## config.mk

```make
export PLATFORM = sky130hd
export DESIGN_NAME = crc8_line_frame_receiver_top
export DESIGN_NICKNAME = d
export VERILOG_FILES = /design/src/sv/clfr_pkg.sv /design/src/sv/clfr_num_parser.sv /design/src/sv/clfr_line_core.sv /design/src/sv/crc8_line_frame_receiver_top.sv
export SDC_FILE = /design/constraint.sdc
export NUM_CORES = 1
export LEC_CHECK = 0
export BUFFER_PORTS_ARGS = -buffer_cell sky130_fd_sc_hd__buf_2
export CORE_UTILIZATION = 60
export CTS_CLUSTER_DIAMETER = 50
export CTS_CLUSTER_SIZE = 30
export DETAILED_ROUTE_END_ITERATION = 6
export GPL_ROUTABILITY_DRIVEN = 0
export PLACE_DENSITY = 0.79
export SYNTH_ARGS = -nofsm -noshare
export SYNTH_HDL_FRONTEND = slang
export SYNTH_SLANG_ARGS = --single-unit
```

## constraint.sdc

```tcl
create_clock -name clk -period 10.6 [get_ports clk]
set_clock_uncertainty 0.15 [all_clocks]
set_input_delay 1.06 -clock clk [delete_from_list [all_inputs] [get_ports clk]]
set_output_delay 1.06 -clock clk [all_outputs]
set_load 0.1 [all_outputs]
```

## src/sv/clfr_pkg.sv

```systemverilog
// Package for the CRC-8 checked line frame receiver: types, codes and CRC helper.
package clfr_pkg;

	localparam int LINE_MAX_DEF = 511;
	localparam int POS_W        = 9;
	localparam int WIDE_POS_W   = 10;

	localparam logic [7:0] CH_LF    = 8'h0A;
	localparam logic [7:0] CH_CR    = 8'h0D;
	localparam logic [7:0] CH_NUL   = 8'h00;
	localparam logic [7:0] CH_COLON = 8'h3A;
	localparam logic [7:0] CH_BAR   = 8'h7C;
	localparam logic [7:0] CH_SPACE = 8'h20;
	localparam logic [7:0] CH_TAB   = 8'h09;
	localparam logic [7:0] CH_VT    = 8'h0B;
	localparam logic [7:0] CH_FF    = 8'h0C;
	localparam logic [7:0] CH_PLUS  = 8'h2B;
	localparam logic [7:0] CH_MINUS = 8'h2D;
	localparam logic [7:0] CH_ZERO  = 8'h30;
	localparam logic [7:0] CH_NINE  = 8'h39;
	localparam logic [7:0] CH_P     = 8'h70;
	localparam logic [7:0] CH_I     = 8'h69;
	localparam logic [7:0] CH_O     = 8'h6F;
	localparam logic [7:0] CH_N     = 8'h6E;
	localparam logic [7:0] CH_G     = 8'h67;

	localparam logic [7:0] CRC_POLY = 8'h07;

	typedef enum logic [1:0] {
		PH_SKIP = 2'd0,
		PH_POS  = 2'd1,
		PH_NEG  = 2'd2,
		PH_DONE = 2'd3
	} phase_t;

	typedef enum logic [2:0] {
		KW_IDLE = 3'd0,
		KW_P    = 3'd1,
		KW_PI   = 3'd2,
		KW_PIN  = 3'd3,
		KW_PING = 3'd4,
		KW_PO   = 3'd5,
		KW_PON  = 3'd6,
		KW_PONG = 3'd7
	} kw_t;

	typedef enum logic [2:0] {
		VERDICT_NONE     = 3'd0,
		VERDICT_PING     = 3'd1,
		VERDICT_PONG     = 3'd2,
		VERDICT_FRAME_OK = 3'd3,
		VERDICT_BAD_CRC  = 3'd4,
		VERDICT_UNPARSED = 3'd5
	} verdict_t;

	typedef struct packed {
		logic [7:0] rx_byte;
		logic       restart;
	} rx_item_t;

	typedef struct packed {
		logic               byte_kept;
		logic [POS_W-1:0]   line_index;
		logic               line_end;
		logic [2:0]         verdict;
		logic signed [31:0] frame_id;
		logic [POS_W-1:0]   content_start;
		logic [POS_W-1:0]   content_len;
		logic               port_locked;
	} res_item_t;

	// CRC-8/SMBUS, MSB first, one byte
	function automatic logic [7:0] crc8_byte(input logic [7:0] crc, input logic [7:0] b);
		logic [7:0] c;
		c = crc ^ b;
		for (int i = 0; i < 8; i++) begin
			c = c[7] ? ((c << 1) ^ CRC_POLY) : (c << 1);
		end
		return c;
	endfunction

endpackage

```

## src/sv/clfr_num_parser.sv

```systemverilog
// Next-state logic of one running signed decimal parser.
module clfr_num_parser
	import clfr_pkg::*;
(
	input  logic [31:0] acc,
	input  phase_t      phase,
	input  logic [7:0]  c,
	output logic [31:0] acc_nx,
	output phase_t      phase_nx
);

	logic        digit;
	logic [31:0] d;
	logic [31:0] acc_x10;

	assign digit   = (c >= CH_ZERO) && (c <= CH_NINE);
	assign d       = {24'd0, c - CH_ZERO};
	assign acc_x10 = (acc << 3) + (acc << 1);

	always_comb begin
		acc_nx   = acc;
		phase_nx = phase;
		unique case (phase)
			PH_SKIP: begin
				if (c == CH_SPACE || c == CH_TAB || c == CH_VT || c == CH_FF) begin
					phase_nx = PH_SKIP;
				end else if (c == CH_PLUS) begin
					phase_nx = PH_POS;
				end else if (c == CH_MINUS) begin
					phase_nx = PH_NEG;
				end else if (digit) begin
					acc_nx   = d;
					phase_nx = PH_POS;
				end else begin
					phase_nx = PH_DONE;
				end
			end
			PH_POS: begin
				if (digit) begin
					acc_nx = acc_x10 + d;
				end else begin
					phase_nx = PH_DONE;
				end
			end
			PH_NEG: begin
				if (digit) begin
					acc_nx = acc_x10 - d;
				end else begin
					phase_nx = PH_DONE;
				end
			end
			PH_DONE: begin
				phase_nx = PH_DONE;
			end
		endcase
	end

endmodule

```

## src/sv/clfr_line_core.sv

```systemverilog
// Line state registers and per-byte result logic: CRC, keyword match, parsers, verdict.
module clfr_line_core
	import clfr_pkg::*;
#(
	parameter int LINE_MAX = LINE_MAX_DEF
) (
	input  logic      clk,
	input  logic      arst_n,
	input  logic      take,
	input  rx_item_t  item,
	output res_item_t res
);

	localparam int LEN_W = $clog2(LINE_MAX + 1);

	logic [LEN_W-1:0] len_q, cur_len, nx_len;
	logic             text_end_q, cur_text_end, nx_text_end;
	logic [7:0]       crc_q, cur_crc, nx_crc;
	logic [7:0]       crc_bar_q, cur_crc_bar, nx_crc_bar;
	logic [LEN_W-1:0] colon_pos_q, cur_colon_pos, nx_colon_pos;
	logic             colon_seen_q, cur_colon_seen, nx_colon_seen;
	logic [LEN_W-1:0] bar_pos_q, cur_bar_pos, nx_bar_pos;
	logic             bar_seen_q, cur_bar_seen, nx_bar_seen;
	logic [31:0]      id_acc_q, cur_id_acc, nx_id_acc;
	phase_t           id_ph_q, cur_id_ph, nx_id_ph;
	logic [31:0]      chk_acc_q, cur_chk_acc, nx_chk_acc;
	phase_t           chk_ph_q, cur_chk_ph, nx_chk_ph;
	kw_t              kw_q, cur_kw, nx_kw;
	logic             lock_q, cur_lock, nx_lock;

	logic [31:0] id_acc_p, chk_acc_p;
	phase_t      id_ph_p, chk_ph_p;
	logic [7:0]  c;
	logic [WIDE_POS_W-1:0] idx_w, cstart_w, clen_w;

	assign c = item.rx_byte;

	// restart clears the line and the lock before this byte is looked at
	always_comb begin
		if (item.restart) begin
			cur_len        = '0;
			cur_text_end   = 1'b0;
			cur_crc        = '0;
			cur_crc_bar    = '0;
			cur_colon_pos  = '0;
			cur_colon_seen = 1'b0;
			cur_bar_pos    = '0;
			cur_bar_seen   = 1'b0;
			cur_id_acc     = '0;
			cur_id_ph      = PH_SKIP;
			cur_chk_acc    = '0;
			cur_chk_ph     = PH_SKIP;
			cur_kw         = KW_IDLE;
			cur_lock       = 1'b0;
		end else begin
			cur_len        = len_q;
			cur_text_end   = text_end_q;
			cur_crc        = crc_q;
			cur_crc_bar    = crc_bar_q;
			cur_colon_pos  = colon_pos_q;
			cur_colon_seen = colon_seen_q;
			cur_bar_pos    = bar_pos_q;
			cur_bar_seen   = bar_seen_q;
			cur_id_acc     = id_acc_q;
			cur_id_ph      = id_ph_q;
			cur_chk_acc    = chk_acc_q;
			cur_chk_ph     = chk_ph_q;
			cur_kw         = kw_q;
			cur_lock       = lock_q;
		end
	end

	clfr_num_parser u_id_parser (
		.acc      (cur_id_acc),
		.phase    (cur_id_ph),
		.c        (c),
		.acc_nx   (id_acc_p),
		.phase_nx (id_ph_p)
	);

	clfr_num_parser u_chk_parser (
		.acc      (cur_chk_acc),
		.phase    (cur_chk_ph),
		.c        (c),
		.acc_nx   (chk_acc_p),
		.phase_nx (chk_ph_p)
	);

	assign idx_w    = WIDE_POS_W'(cur_len);
	assign cstart_w = WIDE_POS_W'(cur_colon_pos) + WIDE_POS_W'(1);
	assign clen_w   = WIDE_POS_W'(cur_bar_pos) - WIDE_POS_W'(cur_colon_pos) - WIDE_POS_W'(1);

	always_comb begin
		nx_len        = cur_len;
		nx_text_end   = cur_text_end;
		nx_crc        = cur_crc;
		nx_crc_bar    = cur_crc_bar;
		nx_colon_pos  = cur_colon_pos;
		nx_colon_seen = cur_colon_seen;
		nx_bar_pos    = cur_bar_pos;
		nx_bar_seen   = cur_bar_seen;
		nx_id_acc     = cur_id_acc;
		nx_id_ph      = cur_id_ph;
		nx_chk_acc    = cur_chk_acc;
		nx_chk_ph     = cur_chk_ph;
		nx_kw         = cur_kw;
		nx_lock       = cur_lock;

		res               = '0;

		if (c == CH_LF || c == CH_CR) begin
			if (cur_len != '0) begin
				res.line_end = 1'b1;
				if (cur_kw == KW_PING) begin
					res.verdict = VERDICT_PING;
					nx_lock     = 1'b1;
				end else if (cur_kw == KW_PONG) begin
					res.verdict = VERDICT_PONG;
				end else if (cur_colon_seen && cur_bar_seen && (cur_bar_pos > cur_colon_pos)) begin
					if (cur_crc_bar == cur_chk_acc[7:0]) begin
						res.verdict = VERDICT_FRAME_OK;
						nx_lock     = 1'b1;
					end else begin
						res.verdict = VERDICT_BAD_CRC;
					end
					res.frame_id      = cur_id_acc;
					res.content_start = cstart_w[POS_W-1:0];
					res.content_len   = clen_w[POS_W-1:0];
				end else begin
					res.verdict = VERDICT_UNPARSED;
				end
				nx_len        = '0;
				nx_text_end   = 1'b0;
				nx_crc        = '0;
				nx_crc_bar    = '0;
				nx_colon_pos  = '0;
				nx_colon_seen = 1'b0;
				nx_bar_pos    = '0;
				nx_bar_seen   = 1'b0;
				nx_id_acc     = '0;
				nx_id_ph      = PH_SKIP;
				nx_chk_acc    = '0;
				nx_chk_ph     = PH_SKIP;
				nx_kw         = KW_IDLE;
			end
		end else if (cur_len < LEN_W'(LINE_MAX)) begin
			res.byte_kept  = 1'b1;
			res.line_index = idx_w[POS_W-1:0];
			if (c == CH_NUL) begin
				nx_text_end = 1'b1;
			end
			if (!cur_text_end && c != CH_NUL) begin
				unique case (cur_kw)
					KW_IDLE: nx_kw = (cur_len == '0 && c == CH_P) ? KW_P : KW_IDLE;
					KW_P:    nx_kw = (c == CH_I) ? KW_PI : ((c == CH_O) ? KW_PO : KW_IDLE);
					KW_PI:   nx_kw = (c == CH_N) ? KW_PIN : KW_IDLE;
					KW_PIN:  nx_kw = (c == CH_G) ? KW_PING : KW_IDLE;
					KW_PING: nx_kw = KW_IDLE;
					KW_PO:   nx_kw = (c == CH_N) ? KW_PON : KW_IDLE;
					KW_PON:  nx_kw = (c == CH_G) ? KW_PONG : KW_IDLE;
					KW_PONG: nx_kw = KW_PONG;
				endcase
				if (!cur_colon_seen) begin
					if (c == CH_COLON) begin
						nx_colon_seen = 1'b1;
						nx_colon_pos  = cur_len;
					end
					nx_id_acc = id_acc_p;
					nx_id_ph  = id_ph_p;
				end
				// each bar restarts the check number and snapshots the CRC
				if (c == CH_BAR) begin
					nx_bar_seen = 1'b1;
					nx_bar_pos  = cur_len;
					nx_crc_bar  = cur_crc;
					nx_chk_acc  = '0;
					nx_chk_ph   = PH_SKIP;
				end else if (cur_bar_seen) begin
					nx_chk_acc = chk_acc_p;
					nx_chk_ph  = chk_ph_p;
				end
				nx_crc = crc8_byte(cur_crc, c);
			end
			nx_len = cur_len + LEN_W'(1);
		end

		res.port_locked = nx_lock;
	end

	always_ff @(posedge clk or negedge arst_n) begin
		if (!arst_n) begin
			len_q        <= '0;
			text_end_q   <= 1'b0;
			crc_q        <= '0;
			crc_bar_q    <= '0;
			colon_pos_q  <= '0;
			colon_seen_q <= 1'b0;
			bar_pos_q    <= '0;
			bar_seen_q   <= 1'b0;
			id_acc_q     <= '0;
			id_ph_q      <= PH_SKIP;
			chk_acc_q    <= '0;
			chk_ph_q     <= PH_SKIP;
			kw_q         <= KW_IDLE;
			lock_q       <= 1'b0;
		end else if (take) begin
			len_q        <= nx_len;
			text_end_q   <= nx_text_end;
			crc_q        <= nx_crc;
			crc_bar_q    <= nx_crc_bar;
			colon_pos_q  <= nx_colon_pos;
			colon_seen_q <= nx_colon_seen;
			bar_pos_q    <= nx_bar_pos;
			bar_seen_q   <= nx_bar_seen;
			id_acc_q     <= nx_id_acc;
			id_ph_q      <= nx_id_ph;
			chk_acc_q    <= nx_chk_acc;
			chk_ph_q     <= nx_chk_ph;
			kw_q         <= nx_kw;
			lock_q       <= nx_lock;
		end
	end

endmodule

```

## src/sv/crc8_line_frame_receiver_top.sv

```systemverilog
// Top level of the CRC-8 checked line frame receiver: input register, line core, result register.
// Timing: a byte passes the input register, then its result is held in the result register and
//   offered; the line state is updated as the byte leaves the input register.
// Throughput: one byte per cycle; stall on the result side backs up through both registers.
// Reset: arst_n clears all line state, the port lock and both valid flags at once.
module crc8_line_frame_receiver_top
	import clfr_pkg::*;
#(
	parameter int LINE_MAX = LINE_MAX_DEF
) (
	input  logic      clk,
	input  logic      arst_n,
	input  logic      rx_valid,
	output logic      rx_stall,
	input  rx_item_t  rx_item,
	output logic      res_valid,
	input  logic      res_stall,
	output res_item_t res_item
);

	logic      valid_s1;
	rx_item_t  item_s1;
	logic      valid_s2;
	res_item_t item_s2;
	res_item_t core_res;
	logic      adv;
	logic      take;

	assign adv      = !valid_s2 || !res_stall;
	assign take     = valid_s1 && adv;
	assign rx_stall = valid_s1 && !adv;

	always_ff @(posedge clk or negedge arst_n) begin
		if (!arst_n) begin
			valid_s1 <= 1'b0;
		end else if (!rx_stall) begin
			valid_s1 <= rx_valid;
		end
	end

	always_ff @(posedge clk) begin
		if (rx_valid && !rx_stall) begin
			item_s1 <= rx_item;
		end
	end

	clfr_line_core #(
		.LINE_MAX (LINE_MAX)
	) u_core (
		.clk    (clk),
		.arst_n (arst_n),
		.take   (take),
		.item   (item_s1),
		.res    (core_res)
	);

	always_ff @(posedge clk or negedge arst_n) begin
		if (!arst_n) begin
			valid_s2 <= 1'b0;
		end else if (adv) begin
			valid_s2 <= valid_s1;
		end
	end

	always_ff @(posedge clk) begin
		if (take) begin
			item_s2 <= core_res;
		end
	end

	assign res_valid = valid_s2;
	assign res_item  = item_s2;

endmodule

```

==> results.yml <==
synthesis:
  ys_warn_count: 0
  syn_nets: 1726
  yosys.area.top_type_share_pct: 17.43
  synth_edf_count: 74
  yosys.area.top_type: "dfrtp_1"
  ys_async_sr_fraction_pct: 56.47
  syn_area_um2: 13780
  synth_cell_types: 97
  synthTopCellsByArea: "dfrtp_1 17%, edfxtp_1 16%, ha_1 6.0%, xnor2_1 5.7%, nand2_1 5.3%"
  synthFlopType: "dfrtp_1"
  synth.avg_cell_area_um2: 8.394
  ys_seq_area_share_pct: 33.55
  yosys_register_bits: 170
  synth_cells: 1642
clocking:
  cts.sinks: 170
  cts_tree: "done"
  holdBufCountCts: 0
  cts.clk_slew.worst_paths_ns: 0.08
  cts-resized-gates: 0
  htree_levels: 4
  root_buffer: "clkbuf_16"
  post_cts_buffers: 0
  clock_path_buffers: 2
  numCtsBuffers: 17
  worstSkewPairLatency_ns: 0.45
floorplanning:
  core.rowCount: 55
  die_h_um: 153.6
  core-area_um2: 22570
  io_pins: 80
  initial_utilization_pct: 61.06
  die_w_um: 153.6
  die_area_um2: 23580
hold_path:
  whs_endpoint: "u_core.id_acc_q[29]$_DFFE_PN0P_"
  hp-start: "u_core.id_acc_q[29]$_DFFE_PN0P_"
  hold_class: "reg -> reg"
  min_delay_path_depth: 2
timing:
  final-setup-viol-count: 0
  period_share_pct: 54.81
  relSlewSlack_pct: 29.71
  period_needed_ns: 5.810
  finalHoldViolCount: 0
  finalMaxSlewViolations: 0
  finalSetupTns_ns: 0
  grt_setup_unrepaired: "no"
  fmax_mhz: 172.1
  tightest_slew_ns: 1.047
worst_setup_path:
  critPathArrivalTime_ns: 5.99
  reg2reg_to: "u_core.id_acc_q[26]$_DFFE_PN0P_"
  crit_required_ns: 10.78
  cp-end-kind: "flip-flop"
  path_max_fanout: 59
  r2r_start: "item_s1[0]$_DFFE_PP_"
  ff2ff_path_depth: 22
  critPathLaunchType: "flip-flop"
  rrSetupSlack_ns: 4.79
  critPathKind: "reg -> reg"
global_routing:
  antenna_found_initial: 0
  top_usage_layer: "met2"
  met3_usage_pct: 5.891
  gr-usage-met2_pct: 51.93
  grt_max_degree: 70
  grt_first_pass_wirelength_mm: 63.63
  grt_util_met1_pct: 48.03
  track_usage_pct: 33.99
  grt_pass1_vias: 11980
  overflow: 0
pwr:
  ir_drop_mv: 0.1100
  p_clk_share_pct: 28.9
  combinationalPowerShare_pct: 33.7
  powerDensity_nw_per_um2: 150.6
  internal_power_uw: 1327
  power_frac_seq_pct: 37.5
  leakagePower_uw: 0.006190
  p_sw_share_pct: 40.73
  p_sw_uw: 911.9
placed_design:
  port_buffers: 79
  placed_area_um2: 14260
  dpl.hpwl_mm: 28.00
drt:
  drtIter0Drc: 1879
  drtAntennaViolNets: 0
  wl_per_cell_um: 20.43
  via_count: 13190
  first_pass_iters: 6
  drc: 0
  vias_per_cell: 6.720
  wirelength_mm: 40.10
final_layout:
  seq_area_um2: 4624
  multi_input_area_um2: 8558
  finalNetCount: 1748
  area_growth_pct: 7.870
  fillCellCount: 1913
  final_area_um2: 14870
  drive_gt1_share_pct: 10.26
job:
  maxCapViolCount: 0
run_status:
  status: "completed"
==> synthesized netlist by cell type (21+ instances only) <==
cell / number
a21o_1: 24
dfrtp_1: 96
a21oi_1: 96
nor2_1: 154
and2_1: 39
o21ai_0: 132
a22oi_1: 34
clkbuf_1: 61
nand3_1: 38
xnor2_1: 90
inv_1: 56
nor2b_1: 46
nor3_1: 31
edfxtp_1: 74
xor2_1: 47
buf_2: 21
ha_1: 66
a22o_1: 23
nand2_1: 196
==> stage by stage <==
| step | hold WS, ns | power (µW) | utilization [%] | setup slack (ns) | std cells |
|---|---|---|---|---|---|
| global placement | 0.3085 | 1567 | 63.20 | 5.090 | 1930 |
| global route | 0.3710 | 2334 | 65.86 | 4.233 | 1962 |
| CTS | 0.3434 | 2226 | 65.86 | 4.860 | 1962 |
| floorplan | 0.2922 | 1421 | - | 4.394 | 1642 |
| detailed placement | 0.3180 | 1584 | 63.20 | 4.876 | 1930 |
| finish | 0.3366 | 2239 | 65.87 | 4.790 | 1963 |
==> cells in the final DEF (no fill, tap or decap), drive strengths merged, types with 6 or more instances in the layout <==
| cell | count |
|---|---|
| a31oi | 20 |
| or3 | 7 |
| xor2 | 50 |
| clkinv | 7 |
| a221oi | 13 |
| edfxtp | 74 |
| o2bb2ai | 6 |
| a22o | 23 |
| a21oi | 96 |
| nor3b | 6 |
| buf | 94 |
| nand3 | 38 |
| dfrtp | 96 |
| o32a | 6 |
| a22oi | 34 |
| o21ai | 146 |
| nor2b | 46 |
| o21bai | 9 |
| a21o | 24 |
| nand2 | 196 |
| xnor2 | 90 |
| nor3 | 36 |
| nand3b | 6 |
| nand2b | 14 |
| o22ai | 12 |
| and2 | 39 |
| inv | 64 |
| o211ai | 13 |
| and3 | 20 |
| or2 | 6 |
| o31ai | 7 |
| nor2 | 154 |
| nand4 | 15 |
| a211oi | 11 |
| clkbuf | 17 |
| nor4 | 16 |
| ha | 66 |
==> logic make-up (layout without fill, tap and decap cells) <==
| logic type | count (synthesis) | after routing | synth area share [%] |
|---|---|---|---|
| and+or+nand+nor | 617 | 617 | 21.84 |
| AOI/OAI and AO/OA | 485 | 485 | 23.57 |
| DFF | 170 | 170 | 33.55 |
| buffers and inverters | 148 | 183 | 4.394 |
| xor gates and xnor gates | 140 | 140 | 9.060 |
| adders and majority gates | 76 | 76 | 7.108 |
| muxes | 6 | 6 | 0.4720 |
| other | 0 | 1 | 0 |
==> flip-flops by register name, indices dropped and copies added (netlist names), 9 cells and up <==
| signal | flops |
|---|---|
| u_core.len_q | 9 |
| u_core.bar_pos_q | 9 |
| u_core.id_acc_q | 32 |
| item_s1 | 9 |
| u_core.colon_pos_q | 9 |
| res_item | 65 |
==> power groups by stage <==
stage	Clock, µW	Combinational (µW)	Sequential (µW)
floorplan	0	493	928
global placement	0	721	847
detailed placement	0	736	848
CTS	649	743	835
global route	673	814	847
finish	646	754	839
==> per-layer routing <==
metal | vias up | share of wire, %
li1 | 5995 | -
met1 | 6179 | 42
met2 | 880 | 44
met3 | 138 | 11
met4 | 0 | 3.5
met5 | - | 0
==> area by class of cell <==
class | count | share of cell area, %
multi-input combinational | 1324 | 57.56
sequential | 170 | 31.10
timing repair buffer | 94 | 3.433
clock buffer | 17 | 2.861
tap | 285 | 2.398
inverter | 57 | 1.447
clock inverter | 15 | 1.178
antenna | 1 | 0.01683
==> worst max-delay path by stage <==
stage	endpoint	slack, ns	depth (start not counted)	start
finish	u_core.id_acc_q[26]$_DFFE_PN0P_	4.79	22	item_s1[0]$_DFFE_PP_
global route	u_core.id_acc_q[26]$_DFFE_PN0P_	4.23	22	item_s1[0]$_DFFE_PP_
CTS	u_core.id_acc_q[26]$_DFFE_PN0P_	4.86	22	item_s1[0]$_DFFE_PP_
detailed placement	u_core.id_acc_q[26]$_DFFE_PN0P_	4.88	22	item_s1[0]$_DFFE_PP_
global placement	u_core.id_acc_q[26]$_DFFE_PN0P_	5.09	22	item_s1[0]$_DFFE_PP_
floorplan	u_core.id_acc_q[28]$_DFFE_PN0P_	4.39	26	item_s1[0]$_DFFE_PP_
==> worst max-delay path, stage by stage (launching register included) <==
cell and delay (ns):
edfxtp_1 0.33, buf_4 0.52, inv_2 0.07, nand2_1 0.13, inv_1 0.15, ha_1 0.25
maj3_2 0.31, maj3_2 0.38, xnor2_1 0.17, nor2_1 0.09, ha_1 0.43, inv_1 0.11
a21oi_1 0.15, nor2_1 0.06, nor2_1 0.10, o21ai_0 0.17, nor4_1 0.67, nand4_1 0.40
nor2_1 0.32, and3_1 0.21, xor2_1 0.06, a221oi_1 0.32, o21ai_1 0.11
No activity file was read; power rests on OpenSTA's default activity.
